### src/hdl/assert_macros.svh
//------------------------------------------------------------------------------
// Assertion macros shared by the mixer RTL.
//------------------------------------------------------------------------------
`ifndef ASSERT_MACROS_SVH
`define ASSERT_MACROS_SVH

// The consequent must hold in the same cycle as the antecedent.
`define ASSERT_NOW(label, clk, rst, ante, cons, msg) \
   label: assert property (@(posedge clk) disable iff (rst) (ante) |-> (cons)) \
      else $error(msg);

// The consequent must hold in the cycle after the antecedent.
`define ASSERT_NEXT(label, clk, rst, ante, cons, msg) \
   label: assert property (@(posedge clk) disable iff (rst) (ante) |=> (cons)) \
      else $error(msg);

`endif

### src/hdl/mstm_pkg.sv
`timescale 1ns / 1ps
//------------------------------------------------------------------------------
// mstm_pkg
// Types, constants and arithmetic helpers of the mono to surround matrix mixer.
//------------------------------------------------------------------------------
package mstm_pkg;

   // Sizes of the delay store.
   localparam int MAX_DELAY = 4096;
   localparam int DELAY_AW  = $clog2(MAX_DELAY);
   localparam int LENE_W    = DELAY_AW + 1;

   // Field and register widths.
   localparam int SAMPLE_W = 16;
   localparam int COEF_W   = 18;
   localparam int WET_W    = 8;
   localparam int DRY_W    = 17;
   localparam int LEN_W    = 13;
   localparam int HIST_W   = 24;
   localparam int CSR_DW   = 18;
   localparam int CSR_IW   = 3;

   // Shared multiplier: 25 x 18 signed.
   localparam int MA_W   = 25;
   localparam int MB_W   = 18;
   localparam int PROD_W = MA_W + MB_W;
   localparam int ACC_W  = PROD_W + 2;
   localparam int RND_W  = ACC_W - 16;
   localparam int WIDE_W = RND_W + 1;

   // Queue between front and back.
   localparam int QUEUE_DEPTH = 2;
   localparam int QPTR_W      = (QUEUE_DEPTH > 1) ? $clog2(QUEUE_DEPTH) : 1;
   localparam int QCNT_W      = $clog2(QUEUE_DEPTH + 1);

   // Command codes.
   localparam logic CMD_PROCESS = 1'b0;
   localparam logic CMD_PASS    = 1'b1;

   // Register indexes.
   localparam logic [CSR_IW-1:0] REG_BAND_GAIN    = 3'd0;
   localparam logic [CSR_IW-1:0] REG_FEEDBACK_ONE = 3'd1;
   localparam logic [CSR_IW-1:0] REG_FEEDBACK_TWO = 3'd2;
   localparam logic [CSR_IW-1:0] REG_WET_GAIN     = 3'd3;
   localparam logic [CSR_IW-1:0] REG_DRY_GAIN     = 3'd4;
   localparam logic [CSR_IW-1:0] REG_DELAY_LENGTH = 3'd5;

   // Register reset values.
   localparam logic [WET_W-1:0] WET_GAIN_RESET     = 8'd90;
   localparam logic [DRY_W-1:0] DRY_GAIN_RESET     = 17'd46600;
   localparam logic [LEN_W-1:0] DELAY_LENGTH_RESET = 13'd344;

   // Saturation bounds.
   localparam logic signed [WIDE_W-1:0] S16_MAX = WIDE_W'(32767);
   localparam logic signed [WIDE_W-1:0] S16_MIN = -WIDE_W'(32768);
   localparam logic signed [WIDE_W-1:0] S24_MAX = WIDE_W'(8388607);
   localparam logic signed [WIDE_W-1:0] S24_MIN = -WIDE_W'(8388608);

   typedef struct packed {
      logic signed [COEF_W-1:0] band_gain;
      logic signed [COEF_W-1:0] feedback_one;
      logic signed [COEF_W-1:0] feedback_two;
      logic [WET_W-1:0]         wet_gain;
      logic [DRY_W-1:0]         dry_gain;
      logic [LEN_W-1:0]         delay_length;
   } mstm_cfg_type;

   // One classified transaction waiting for the back end.
   typedef struct packed {
      logic                       pass;
      logic signed [SAMPLE_W-1:0] sample;
   } mstm_item_type;

   // Divide by 2^16 with rounding half up.
   function automatic logic signed [RND_W-1:0] round16(input logic signed [ACC_W-1:0] v);
      logic signed [ACC_W-1:0] a;
      a = v + ACC_W'(32768);
      return a[ACC_W-1:16];
   endfunction

   function automatic logic signed [SAMPLE_W-1:0] sat16(input logic signed [WIDE_W-1:0] v);
      logic signed [SAMPLE_W-1:0] r;
      if (v > S16_MAX) begin
         r = S16_MAX[SAMPLE_W-1:0];
      end else if (v < S16_MIN) begin
         r = S16_MIN[SAMPLE_W-1:0];
      end else begin
         r = v[SAMPLE_W-1:0];
      end
      return r;
   endfunction

   function automatic logic signed [HIST_W-1:0] sat24(input logic signed [WIDE_W-1:0] v);
      logic signed [HIST_W-1:0] r;
      if (v > S24_MAX) begin
         r = S24_MAX[HIST_W-1:0];
      end else if (v < S24_MIN) begin
         r = S24_MIN[HIST_W-1:0];
      end else begin
         r = v[HIST_W-1:0];
      end
      return r;
   endfunction

endpackage

### src/hdl/mstm_req_if.sv
`timescale 1ns / 1ps
//------------------------------------------------------------------------------
// mstm_req_if
// Input channel: one mono sample and its command per transaction.
//------------------------------------------------------------------------------
interface mstm_req_if;
   import mstm_pkg::*;

   logic                       valid;
   logic                       ready;
   logic                       command;
   logic signed [SAMPLE_W-1:0] sample;

   modport source (output valid, output command, output sample, input ready);
   modport sink   (input valid, input command, input sample, output ready);
endinterface

### src/hdl/mstm_front.sv
`timescale 1ns / 1ps
`include "assert_macros.svh"
//------------------------------------------------------------------------------
// mstm_front
// Accepts input transactions, classifies them as pass-through or process and
// holds them in a short queue for the back end.
//------------------------------------------------------------------------------
module mstm_front (
   input  logic                    clock,
   input  logic                    reset,
   mstm_req_if.sink                req,
   input  logic                    clear_busy,
   output logic                    q_valid,
   output mstm_pkg::mstm_item_type q_item,
   input  logic                    q_pop
);
   import mstm_pkg::*;

   mstm_item_type     q_mem_ff [QUEUE_DEPTH];
   logic [QPTR_W-1:0] wr_ptr_ff, wr_ptr_in;
   logic [QPTR_W-1:0] rd_ptr_ff, rd_ptr_in;
   logic [QCNT_W-1:0] count_ff, count_in;
   logic              push;
   mstm_item_type     new_item;

   // Accept while there is room and the delay store is not being cleared.
   assign req.ready = !clear_busy && (count_ff < QCNT_W'(QUEUE_DEPTH));
   assign push      = req.valid && req.ready;

   // Classify the incoming command.
   always_comb begin
      new_item.pass   = (req.command == CMD_PASS);
      new_item.sample = req.sample;
   end

   assign q_valid = (count_ff != '0);
   assign q_item  = q_mem_ff[rd_ptr_ff];

   // Pointer and fill count update.
   always_comb begin
      wr_ptr_in = wr_ptr_ff;
      rd_ptr_in = rd_ptr_ff;
      count_in  = count_ff;
      if (push) begin
         wr_ptr_in = (wr_ptr_ff == QPTR_W'(QUEUE_DEPTH - 1)) ? '0 : wr_ptr_ff + 1'b1;
      end
      if (q_pop) begin
         rd_ptr_in = (rd_ptr_ff == QPTR_W'(QUEUE_DEPTH - 1)) ? '0 : rd_ptr_ff + 1'b1;
      end
      if (push && !q_pop) begin
         count_in = count_ff + 1'b1;
      end else if (q_pop && !push) begin
         count_in = count_ff - 1'b1;
      end
   end

   always_ff @(posedge clock) begin
      if (reset) begin
         wr_ptr_ff <= '0;
         rd_ptr_ff <= '0;
         count_ff  <= '0;
      end else begin
         wr_ptr_ff <= wr_ptr_in;
         rd_ptr_ff <= rd_ptr_in;
         count_ff  <= count_in;
      end
   end

   // Queue storage carries payload only.
   always_ff @(posedge clock) begin
      if (push) begin
         q_mem_ff[wr_ptr_ff] <= new_item;
      end
   end

   `ASSERT_NOW(a_pop_nonempty, clock, reset, q_pop, count_ff != '0, "pop from empty queue")
   `ASSERT_NEXT(a_count_grows, clock, reset, push && !q_pop, count_ff == $past(count_ff) + 1'b1, "queue count did not follow a push")

endmodule

### src/flat_wrapper.sv
// flat-port wrapper written by rule: the top's interface ports become plain ports
module mstm_front_flat import mstm_pkg::*;
  (clock, reset, clear_busy, q_valid, q_item, q_pop, req_valid, req_command, req_sample, req_ready);
  mstm_req_if req_i ();
  input  logic clock;
  input  logic reset;
  input  logic clear_busy;
  output logic q_valid;
  output mstm_pkg::mstm_item_type q_item;
  input  logic q_pop;
  input wire logic [$bits(req_i.valid)-1:0] req_valid;
  input wire logic [$bits(req_i.command)-1:0] req_command;
  input wire logic [$bits(req_i.sample)-1:0] req_sample;
  output wire logic [$bits(req_i.ready)-1:0] req_ready;
  assign req_i.valid = req_valid;
  assign req_i.command = req_command;
  assign req_i.sample = req_sample;
  assign req_ready = req_i.ready;
  mstm_front u_core (.clock(clock), .reset(reset), .req(req_i), .clear_busy(clear_busy), .q_valid(q_valid), .q_item(q_item), .q_pop(q_pop));
endmodule
### config.mk
export PLATFORM = sky130hd
export DESIGN_NAME = mstm_front_flat
export DESIGN_NICKNAME = d
export VERILOG_FILES = /design/src/hdl/mstm_pkg.sv /design/src/hdl/mstm_req_if.sv /design/src/hdl/mstm_front.sv /design/src/flat_wrapper.sv
export VERILOG_INCLUDE_DIRS = /design/src /design/src/hdl
export SDC_FILE = /design/constraint.sdc
export NUM_CORES = 1
export LEC_CHECK = 0
export BUFFER_PORTS_ARGS = -buffer_cell sky130_fd_sc_hd__buf_4
export CORE_MARGIN = 2
export CORE_UTILIZATION = 40
export DETAILED_ROUTE_END_ITERATION = 12
export PLACE_DENSITY = 0.76
export SKIP_CTS_REPAIR_TIMING = 1
export SYNTH_ARGS = -nofsm -noshare
export SYNTH_HDL_FRONTEND = slang
export SYNTH_SLANG_ARGS = --single-unit
### constraint.sdc
create_clock -name clock -period 2.15 [get_ports clock]
set_input_delay 0.1075 -clock clock [delete_from_list [all_inputs] [get_ports clock]]
set_output_delay 0.1075 -clock clock [all_outputs]
set_load 0.05 [all_outputs]
* Word-level counts from Yosys, hierarchy flattened
Memories as Yosys holds them, arrays and structs flattened. A register that Yosys moved wholly into a read port is not among the register bits.
Cells that the tools add are included.
W data, S select, Z words.
** Storage, ports and cells
- Register bits :: 4
- RAM bits :: 34
- Bits of input ports :: 22
- Output and inout bits :: 19
- Word-level logic and storage cells :: 26
- Memories :: 1
** Cells by class
- $add $sub $neg :: 4
- $lt $le $gt $ge :: 1
- Mux-type cells :: 8
- Reductions and logical operators :: 9
** Memory list
- u_core.q_mem_ff :: words 2, bits a word 17, rd ports 1, clocked after Yosys merged registers in 1, write ports 1, RTL line mstm_front.sv:19 : mstm_item_type q_mem_ff [QUEUE_DEPTH];
** Operator list (number)
- $mux W1 :: 6
- $logic_and A1 B1 Y1 :: 4
- $mux W2 :: 2
- $reduce_bool A2 Y1 :: 2
- $logic_not A1 Y1 :: 3
- $add A1 B1 Y1 const B :: 2
- $add A2 B1 Y2 const B :: 1
- $lt A2 B2 Y1 const B :: 1
- $sub A2 B1 Y2 const B :: 1

* Longest topological paths before layout
Gate-level depths: netlist of the first run.
- Word-level depth :: 7
- Gate-level depth with buffers :: 5
- Mapped depth without buffers :: 5

* Least setup slack after synthesis of the first run
No wires, ideal clock.
- Path type :: register to register
- Start :: register u_core.count_ff[1]
- End :: memory u_core.q_mem_ff[0][0] in the netlist's numbering (enable)
- Setup time :: 0.392 ns
- Arrival :: 1.420 ns
- Required time :: 1.758 ns
- Setup slack :: 0.337 ns
- Stages on the path, launching flop included :: 3
- Path buffers :: 0
- Period minus slack after synthesis :: 1.813 ns
- Path through :: dfxtp_1 nor3b_4 nor2b_1
** Between the ends
- Word-level cells in the longest chain between the ends :: 5
** Ends and longest elaborated chain
- start: declaration :: RTL line mstm_front.sv:22 : logic [QCNT_W-1:0] count_ff, count_in;
- start signal: assignment :: RTL line mstm_front.sv:65 : count_ff <= count_in;
- $lt A2 B2 Y1 :: RTL line mstm_front.sv:27 : assign req.ready = !clear_busy && (count_ff < QCNT_W'(QUEUE_DEPTH));
- $logic_and A1 B1 Y1 :: RTL line mstm_front.sv:27
- $logic_and A1 B1 Y1 :: RTL line mstm_front.sv:28 : assign push = req.valid && req.ready;
- $mux W1 :: RTL line mstm_front.sv:71 : if (push) begin
- $mux W1 (not written as such) :: RTL line mstm_front.sv:72 : q_mem_ff[wr_ptr_ff] <= new_item;
- end: declaration :: RTL line mstm_front.sv:19
Every way passes these cells.

==> impl_results.md, run 1 <==
* Status: finished, final reports clean
* CTS buffer count at 5
* Top post-synthesis cells by area: edfxtp_1 70%, mux2_2 13%, dfxtp_1 6.9%, nor2_1 1.3%, nor3b_4 1.3%
* Sequential area share after synthesis at 0.772
* Slew HR at 0.850
* Area growth syn-to-layout at 41.8%
* Antenna diodes at 0
* Fill cells at 275
* Critical Path Slowest Stage Cell: mux2_2
* Final wirelength at ~2500 um
* Root Driver: clkbuf_4
* Cell seen most often among critical-path stages: buf_4
* CP Data Arrival Time at 1.45 ns
* Grt total ovfl at 0
* Finish-stage setup viols at 0
* Critical path class: flip-flop to primary output
* Final Hold Viols at 0
* Num ports at a little over 40
* Initial Util at 0.425
* Final worst setup slack at about 0.60 ns
* Worst slew pin tran at roughly 0.22 ns
* Area leader, netlist: edfxtp_1
* Worst-path clk slew at about 0.09 ns
* Max incr delay on CP at roughly 0.37 ns
* Final period util at 0.723
* Worst VDD drop at 0.401 mV
* Syn nets at 99
* Yosys top cell area share at 0.703
* Synthesized area at approximately 1500 um^2
* Max H-tree Level at 2
* Largest net degree at the start of global routing at 18
* Worst path top cell family by delay: buffers and inverters
* CP Buf/Inv Count at 2
* Syn_area_per_cell at 19.1 um^2
* Worst hold-check path type: input port to flip-flop
* Critical Path End Type: primary output
* Syn. warnings at 0
* GR Util All Layers at 0.128
* Unrepaired setup endpoints after global routing: false
* Clock Skews at 0.00807 ns
* Critical Path Fanout Max at 17
* GPL Wtd Cong at 0.595
* CTS tree: built
* Clock sinks at 39
* Setup TNS at 0 ns
* Fmax at between 0.6 and 0.7 GHz
* Die Wd at 64.3 um
* Maximum root-to-sink buffer count at 2
* Via count at between 800 and 900
* Share of cells above drive strength 1 at 0.490
* Distinct cell type count after synthesis at 17
* Final antenna-violating net count at 0
* Vias in the first global route at about 830
* Average vias per placed instance at 4.57
* Min Tclk post-route at 1.55 ns
* Clk_lat worst skew at 0.33 ns
* Num rows at 21
* Dpl hpwl at between 1500 and 2000 um
* Power per cell area at approximately 800 nW/um^2
* WL/cell at 13.3 um
* Worst Path Required at 2.04 ns
* Antenna violations before repair at 0
* Layout Nets at 165
* Leak pwr at a little under 0.8 nW
* Syn Inst Count at 76
* Core area at approximately 3400 um^2
* Worst path cell trace: buf_4 > mux2_2 > buf_4
* Drt first pass iters at 3
* Die Footprint at a little over 4000 um^2
* Post-route DRC at 0
* Place WS at approximately 0.7 ns
* Fin. max-slew vios at 0
* #FFs+latches synth at 39
* First-pass GRT wire length at 3690 um
* Type of origin of the critical path: flip-flop
* Max cap viols at 0
* DRT iter0 DRCs at 26
* Die height at ~64 um
* Port buffer count at 40
[layout make-up]
cell class              instances  area (um^2)  area share
flip-flops and latches         39         1120       0.544
repair buffers                 61          503       0.244
multi-input cells              34          314       0.152
well taps                      46         57.6      0.0279
clock buffers                   7         55.1      0.0267
clock inverters                 1         5.00     0.00243
inverters                       1         3.75     0.00182
[power by group]
group / total (W) / switching (W) / internal, W
Clock: 0.000374 / 0.000216 / 0.000159
Combinational: 0.000380 / 0.000225 / 0.000155
Sequential: 0.000887 / 0.0000184 / 0.000869
[synth_stat cells]
master,count
edfxtp_1,34
mux2_2,17
dfxtp_1,5
nor2_1,5
xnor2_1,2
xor2_1,2
a21oi_1,1
and2_1,1
buf_2,1
buf_6,1
ha_1,1
inv_1,1
nor2b_1,1
nor3b_4,1
o21ai_0,1
or2_2,1
or3_1,1
[sequential cells by signal, indices dropped and copies added (netlist names), named ones only]
register,flops
u_core.q_mem_ff,34
u_core.count_ff,2
u_core.rd_ptr_ff,1
u_core.wr_ptr_ff,1
[metal layers]
layer  track usage  share of wire
met1         0.114           0.36
met4        0.0878          0.026
met3        0.0352          0.045
met2         0.242           0.57
met5             0              0
[layout by cell type (no fill, tap or decap), types with 2 or more instances in the layout]
master,n
edfxtp_1,34
dlygate4sd3_1,18
dfxtp_1,5
xor2_1,2
xnor2_1,2
nor2_1,5
clkbuf_4,5
mux2_2,17
buf_4,43
[through the flow]
step	hold WS, ns	area, um^2	power, W	cells	util
final	0.0435	2060	0.00164	189	0.603
after global routing	0.0378	2060	0.00172	189	0.603
after CTS	-0.0708	1880	0.00164	171	0.550
after detailed placement	0.295	1820	0.00126	163	0.533
after global placement	0.294	1820	0.00125	163	0.533
after floorplan	0.177	1450	0.00115	76	-
[worst register-to-register path, cell delays in order, from the launching register on]
cell	delay, ns
dfxtp_1	0.37
nor3b_4	0.27
ha_1	0.30
or3_1	0.35
a21oi_1	0.14
[cell families after synthesis]
| group | after synthesis | synth area share |
|---|---|---|
| buffers and inverters | 3 | 0.0138 |
| AOI/OAI and AO/OA | 2 | 0.00688 |
| xor gates and xnor gates | 4 | 0.0241 |
| adders and majority gates | 1 | 0.00861 |
| muxes | 17 | 0.132 |
| DFF | 39 | 0.772 |
| and+or+nand+nor | 10 | 0.0431 |
[final timing paths]
path / start / to / slack (ns) / cells past startpoint
setup / recovery: flip-flop / q_item[0] / 0.60 / 3
setup reg to reg: u_core.count_ff[1] / u_core.count_ff[1] / 0.66 / 4
hold / removal: q_pop / flip-flop / 0.04 / 3
hold reg to reg: u_core.rd_ptr_ff / flip-flop / 0.53 / 2
Note: power is estimated with default switching activity, not from simulation.
==> run 2, diff against run 1 <==
--- a/config.mk
+++ b/config.mk
@@ -6,11 +6,12 @@
 export SDC_FILE = /design/constraint.sdc
 export NUM_CORES = 1
 export LEC_CHECK = 0
+export ABC_AREA = 1
 export BUFFER_PORTS_ARGS = -buffer_cell sky130_fd_sc_hd__buf_4
 export CORE_MARGIN = 2
 export CORE_UTILIZATION = 40
 export DETAILED_ROUTE_END_ITERATION = 12
-export PLACE_DENSITY = 0.76
+export PLACE_DENSITY = 0.78
 export SKIP_CTS_REPAIR_TIMING = 1
 export SYNTH_ARGS = -nofsm -noshare
 export SYNTH_HDL_FRONTEND = slang
==> constraint.sdc (replaced) <==
create_clock -name clock -period 1.3 [get_ports clock]
set_input_delay 0.065 -clock clock [delete_from_list [all_inputs] [get_ports clock]]
set_output_delay 0.065 -clock clock [all_outputs]
set_load 0.05 [all_outputs]
==> run 2 against run 1 <==
Net effect: the flow now finishes with violations (setup timing); largest cell class unchanged; area after synthesis increased by 4.3%; sequential cell count unchanged; count of clock-buffer cells in the layout decreased by 1.
==> impl_results.md, run 2 <==
* Worst VDD drop at between 0.8 and 0.9 mV
* Type of origin of the critical path: flip-flop
* Final worst setup slack at -0.0244 ns
* Vias in the first global route at roughly 870
* Antenna diodes at 0
* Status: finished, violations left
* Top Layer Used: met4
* Reg power frac at 0.438
* Share of cells above drive strength 1 at 0.497
* Dpl hpwl at ~1800 um
* Finish-stage setup viols at 13
* Met2 Wirelength at between 1000 and 1500 um
* Syn nets at approximately 110
* Most instantiated cells after synthesis: 34 x edfxtp_1, 10 x mux2_4, 9 x inv_1, 8 x nor2_1, 7 x mux2_2
* Worst-path clk slew at approximately 0.07 ns
* NetSw at a little under 0.0008 W
* Top flop regs: u_core.q_mem_ff (34), u_core.count_ff (2)
* Die Wd at 65.5 um
* Hold WS at between 0.06 and 0.07 ns
* Hold Path Origin: q_pop
* Sequential area share after synthesis at 0.740
* Place WS at ~0.10 ns
* Synthesized area at roughly 1500 um^2
* #FFs+latches synth at 39
* Syn_area_per_cell at ~17 um^2
* Critical Path Slowest Stage Cell: dfxtp_4
* Syn. warnings at 0
* WL met1 at 1000 um
* Setup TNS at -0.216 ns
* Worst Path Required at between 1 and 1.5 ns
* Worst hold-check path type: input port to flip-flop
* Critical Path Fanout Max at 8
* Core Util, Final at 0.655
* Area growth syn-to-layout at 58.3%
* Via count at about 900
* CTS buffer count at 5
* Fmax at between 0.7 and 0.8 GHz
* Maximum root-to-sink buffer count at 2
* Distinct cell type count after synthesis at 15
* GPL Wtd Cong at 0.611
* DRT iter0 DRCs at 10
* Leak pwr at slightly below 1 nW
* Worst path top cell family by delay: flip-flops
* WL/cell at around 13 um
* Largest net degree at the start of global routing at 18
* Die height at 65.5 um
* Max incr delay on CP at 0.37 ns
* Min Tclk post-route at approximately 1.3 ns
* Final Hold Viols at 0
* Register-to-Register Setup Slack at around 0.1 ns
* Average vias per placed instance at approximately 4.4
* Switch share at 0.236
* Depth of the worst register-to-register path at 9
* Clock sinks at 39
* Drt first pass iters at 3
* Num rows at 22
* Worst path cell trace: buf_8 > mux2_4 > buf_6
* Max FFs per register at 34
* Port buffer count at 40
* Die Footprint at approximately 4300 um^2
* Worst Hold Path Cells at 3
* Hold endpoint: u_core.rd_ptr_ff
* Inst Count DP at about 180
* Area leader, netlist: edfxtp_1
* Commonest non-fill, non-tap cell in the layout: edfxtp_1
* Largest Register: u_core.q_mem_ff
* Asr flop ratio synth at 0
* Syn Inst Count at approximately 90
* Slew HR at 0.882
* Post-route DRC at 0
* Final wirelength at 2610 um
* Most numerous cell in the Yosys netlist: edfxtp_1
* R2r startpoint: u_core.count_ff[1]
* Met3 Routed Length at ~150 um
* Cell-internal power at ~0.0025 W
* Num ports at slightly above 40
* CP Data Arrival Time at approximately 1.3 ns
* Top post-synthesis cells by area: edfxtp_1 67%, mux2_4 9.9%, dfxtp_1 6.6%, mux2_2 5.2%, inv_1 2.2%
* Power per cell area at about 1400 nW/um^2
* Core area at 3660 um^2
* Most frequent cells in the layout: 34 x edfxtp_1, 23 x buf_4, 18 x dlygate4sd3_1
* Final antenna-violating net count at 0
* Root Driver: clkbuf_8
* Worst slew pin tran at 0.175 ns
* Worst R2R End: u_core.count_ff[1]
* Max H-tree Level at 2
* Clock share of power at 0.343
* Grt total ovfl at 0
* EDFF count, synth at 34
* Critical Path End Type: primary output
* Fin. max-slew vios at 0
* Final period util at 1.02
* Clk_lat worst skew at 0.28 ns
* First-pass GRT wire length at 3590 um
* Comb pwr share at 0.218
* Unrepaired setup endpoints after global routing: true
* Final non-filler cell total at just over 200
* Layout Nets at about 180
* Yosys top cell area share at 0.674
* GR Util All Layers at 0.116
* Failing checks: setup timing
* CTS tree: built
* Antenna violations before repair at 0
* Main synth FF type: edfxtp_1
* Clock Skews at 0.00152 ns
* Max cap viols at 0
* Critical path class: flip-flop to primary output
* CP Buf/Inv Count at 2
* Initial Util at 0.414
run 2: cell count changes in the layout (fill, tap and decap cells not counted), sizes merged, moves of 2 or more:
cell / before / now
buf: 43 / 45
nor2: 5 / 8
bufinv: 0 / 2
xor2: 2 / 0
nand2: 0 / 6
inv: 1 / 9
run 2: kinds of logic after synthesis:
group | Yosys count | share of synthesized area
adders and majority gates | 1 | 0.00826
and+or+nand+nor | 16 | 0.0421
xor gates and xnor gates | 1 | 0.00578
AOI/OAI and AO/OA | 3 | 0.00991
muxes | 17 | 0.151
DFF | 39 | 0.740
buffers and inverters | 11 | 0.0429
run 2: stage by stage:
stage	cell area [um^2]	power (W)
final	2400	0.00332
after global routing	2400	0.00343
after CTS	2080	0.00322
after detailed placement	1950	0.00208
after global placement	1950	0.00206
after floorplan	1560	0.00190
run 2: worst max-delay path by stage:
| stage | to | cells after the start | startpoint |
|---|---|---|---|
| floorplan | u_core.q_mem_ff[1][0] | 3 | u_core.count_ff[1] |
| global placement | u_core.count_ff[1] | 9 | u_core.count_ff[1] |
| detailed placement | u_core.count_ff[1] | 9 | u_core.count_ff[1] |
| CTS | q_item[12] | 3 | flip-flop |
| global route | q_item[3] | 3 | flip-flop |
| finish | q_item[12] | 3 | flip-flop |
run 2: tightest hold or removal path: stages:
cell     delay [ns]
buf_4          0.09
xnor2_1        0.07
nor2_1         0.08
run 2: area by class of cell:
| class | count | area [um^2] |
|---|---|---|
| repair buffers | 63 | 648 |
| clock inverters | 2 | 60.1 |
| fillers | 277 | 1260 |
| multi-input cells | 38 | 398 |
| well taps | 48 | 60.1 |
| clock buffers | 6 | 72.6 |
| inverters | 9 | 33.8 |
| flip-flops and latches | 39 | 1130 |
run 2: power by group through the flow:
stage	logic, W	registers (W)	clock network, W
after global routing	0.000763	0.00146	0.00121
final	0.000725	0.00145	0.00114
after floorplan	0.000424	0.00147	0
after global placement	0.000587	0.00147	0
after CTS	0.000603	0.00145	0.00116
after detailed placement	0.000602	0.00148	0
run 2: metal layers:
| layer | track usage | vias up |
|---|---|---|
| met5 | 0 | - |
| met4 | 0.0547 | 0 |
| met3 | 0.0377 | 3 |
| met2 | 0.210 | 31 |
| met1 | 0.119 | 417 |
| li1 | - | 450 |
==> run 3, diff against run 2 <==
--- a/config.mk
+++ b/config.mk
@@ -6,10 +6,10 @@
 export SDC_FILE = /design/constraint.sdc
 export NUM_CORES = 1
 export LEC_CHECK = 0
-export ABC_AREA = 1
 export BUFFER_PORTS_ARGS = -buffer_cell sky130_fd_sc_hd__buf_4
 export CORE_MARGIN = 2
 export CORE_UTILIZATION = 40
+export CTS_CLUSTER_SIZE = 24
 export DETAILED_ROUTE_END_ITERATION = 12
 export PLACE_DENSITY = 0.78
 export SKIP_CTS_REPAIR_TIMING = 1
==> run 3 against run 2 <==
Net effect: the flow still finishes with violations (setup timing); final area down 0.78%; core utilization increased by 4.2 points; first-iteration DRC count grew 110%; die area fell by 3.9%; cell count fell by 4.9%; global-route usage rose by 1.7 points; sequential power barely moved; non-clock buffer count up 4; worst hold slack worse by 0.046 ns.
==> impl_results.md, run 3 (synthesized netlist as in run 1, its figures left out) <==
* Reg power frac at 0.450
* Largest net degree at the start of global routing at 18
* Average vias per placed instance at between 4 and 5
* Comb pwr share at 0.253
* Worst-path clk slew at 0.10 ns
* Layout Nets at between 150 and 200
* Critical Path Slowest Stage Cell: dfxtp_4
* Die Footprint at slightly above 4000 um^2
* Drt first pass iters at 4
* Clock sinks at 39
* Slew HR at 0.863
* Critical Path Fanout Max at 9
* NetSw at 0.000833 W
* Die Wd at 64.3 um
* Die height at approximately 64 um
* CTS tree: built
* Max FFs per register at 34
* Num rows at 21
* Switch share at 0.254
* Clock Skews at 0.00809 ns
* Critical path class: flip-flop to primary output
* Via count at slightly below 900
* Hold WS at ~0.015 ns
* Worst path cell trace: buf_12 > mux2_2 > buf_6
* DRT iter0 DRCs at 21
* Initial Util at 0.425
* Share of cells above drive strength 1 at 0.530
* Core area at ~3400 um^2
* Commonest non-fill, non-tap cell in the layout: edfxtp_1
* Worst Path Required at roughly 1.2 ns
* Vias in the first global route at 856
* CTS buffer count at 5
* Most frequent cells in the layout: 34 x edfxtp_1, 24 x buf_4, 18 x dlygate4sd3_1
* Largest Register: u_core.q_mem_ff
* Final Hold Viols at 0
* Root Driver: clkbuf_4
* GPL Wtd Cong at ~0.63
* Worst hold-check path type: input port to flip-flop
* Unrepaired setup endpoints after global routing: true
* First-pass GRT wire length at 3790 um
* Post-route DRC at 0
* Maximum root-to-sink buffer count at 2
* Worst slew pin tran at approximately 0.20 ns
* Fin. max-slew vios at 0
* CP Data Arrival Time at approximately 1.4 ns
* Worst VDD drop at 0.910 mV
* Type of origin of the critical path: flip-flop
* Grt total ovfl at 0
* Leak pwr at about 0.94 nW
* Total power at ~0.0033 W
* Port buffer count at 40
* Final period util at 1.11
* Cell-internal power at approximately 0.0024 W
* Final worst setup slack at -0.139 ns
* Finish-stage setup viols at 19
* Antenna violations before repair at 0
* WL/cell at about 16 um
* GR Util All Layers at 0.133
* Final antenna-violating net count at 0
* Status: finished, violations left
* Max H-tree Level at 2
* Failing checks: setup timing
* Clk_lat worst skew at 0.33 ns
* Min Tclk post-route at 1.44 ns
* Area growth syn-to-layout at 63.8%
* Worst path top cell family by delay: flip-flops
* Critical Path End Type: primary output
* Power per cell area at around 1400 nW/um^2
* Max incr delay on CP at 0.39 ns
* Clock share of power at 0.297
* Final wirelength at 3110 um
* Top flop regs: u_core.q_mem_ff (34), u_core.count_ff (2)
* Antenna diodes at 0
* CP Buf/Inv Count at 2
* Num ports at approximately 40
* Fmax at about 0.7 GHz
* Max cap viols at 0
==> run 3: changes by cell type in the layout (fill, tap and decap cells not counted), moves of 3 or more <==
cell	change
mux2_2	+8
mux2_4	-8
inv_1	-6
clkbuf_4	+5
clkbuf_8	-5
nand2_1	-5
nor2_4	-3
==> run 3: final cells by class <==
type                       count  area (um^2)
tap                           46         57.6
inverter                       1         3.75
clock buffer                   6         41.3
multi-input combinational     34          358
sequential                    39         1130
timing repair buffer          67          733
clock inverter                 2         60.1
fill                         218         1040
==> run 3: worst register-to-register path, delay by kind of cell, from the launching register on <==
family	cells	cell delay [ns]
flops	1	0.35
fa+ha+maj	1	0.28
simple gates	2	0.56
compound gates	1	0.12
==> run 3: metrics by stage <==
step                       util  cell area [um^2]  cells  worst slack, ns  TNS (ns)
after floorplan               -              1460     76          -0.0435   -0.0435
after global placement    0.552              1890    166           0.0375         0
after detailed placement  0.552              1890    166         -0.00857  -0.00857
after CTS                 0.582              1990    174           -0.207     -3.43
after global routing      0.697              2380    195           -0.198     -3.82
final                     0.697              2380    195           -0.139     -2.11
==> run 3: path summary, 6_finish.rpt <==
kind | startpoint | endpoint | slack (ns) | cells past startpoint
setup / recovery | flip-flop | q_item[11] | -0.14 | 3
hold / removal | q_pop | u_core.rd_ptr_ff | 0.01 | 3
setup reg to reg | u_core.count_ff[1] | u_core.count_ff[1] | -0.07 | 4
hold reg to reg | u_core.rd_ptr_ff | u_core.rd_ptr_ff | 0.54 | 2
==> run 3: power by group through the flow <==
| stage | clock (W) | combinational, W | sequential, W |
|---|---|---|---|
| after floorplan | 0 | 0.000411 | 0.00149 |
| after global placement | 0 | 0.000622 | 0.00149 |
| after detailed placement | 0 | 0.000641 | 0.00150 |
| after CTS | 0.000991 | 0.000643 | 0.00147 |
| after global routing | 0.00104 | 0.000864 | 0.00148 |
| final | 0.000973 | 0.000829 | 0.00148 |
==> run 3: routing by layer <==
| metal | up-vias | GRT usage | part of all wire |
|---|---|---|---|
| met5 | - | 0 | 0 |
| li1 | 427 | - | - |
| met1 | 428 | 0.114 | 0.33 |
| met2 | 32 | 0.251 | 0.60 |
| met3 | 6 | 0.0528 | 0.048 |
| met4 | 0 | 0.0798 | 0.021 |
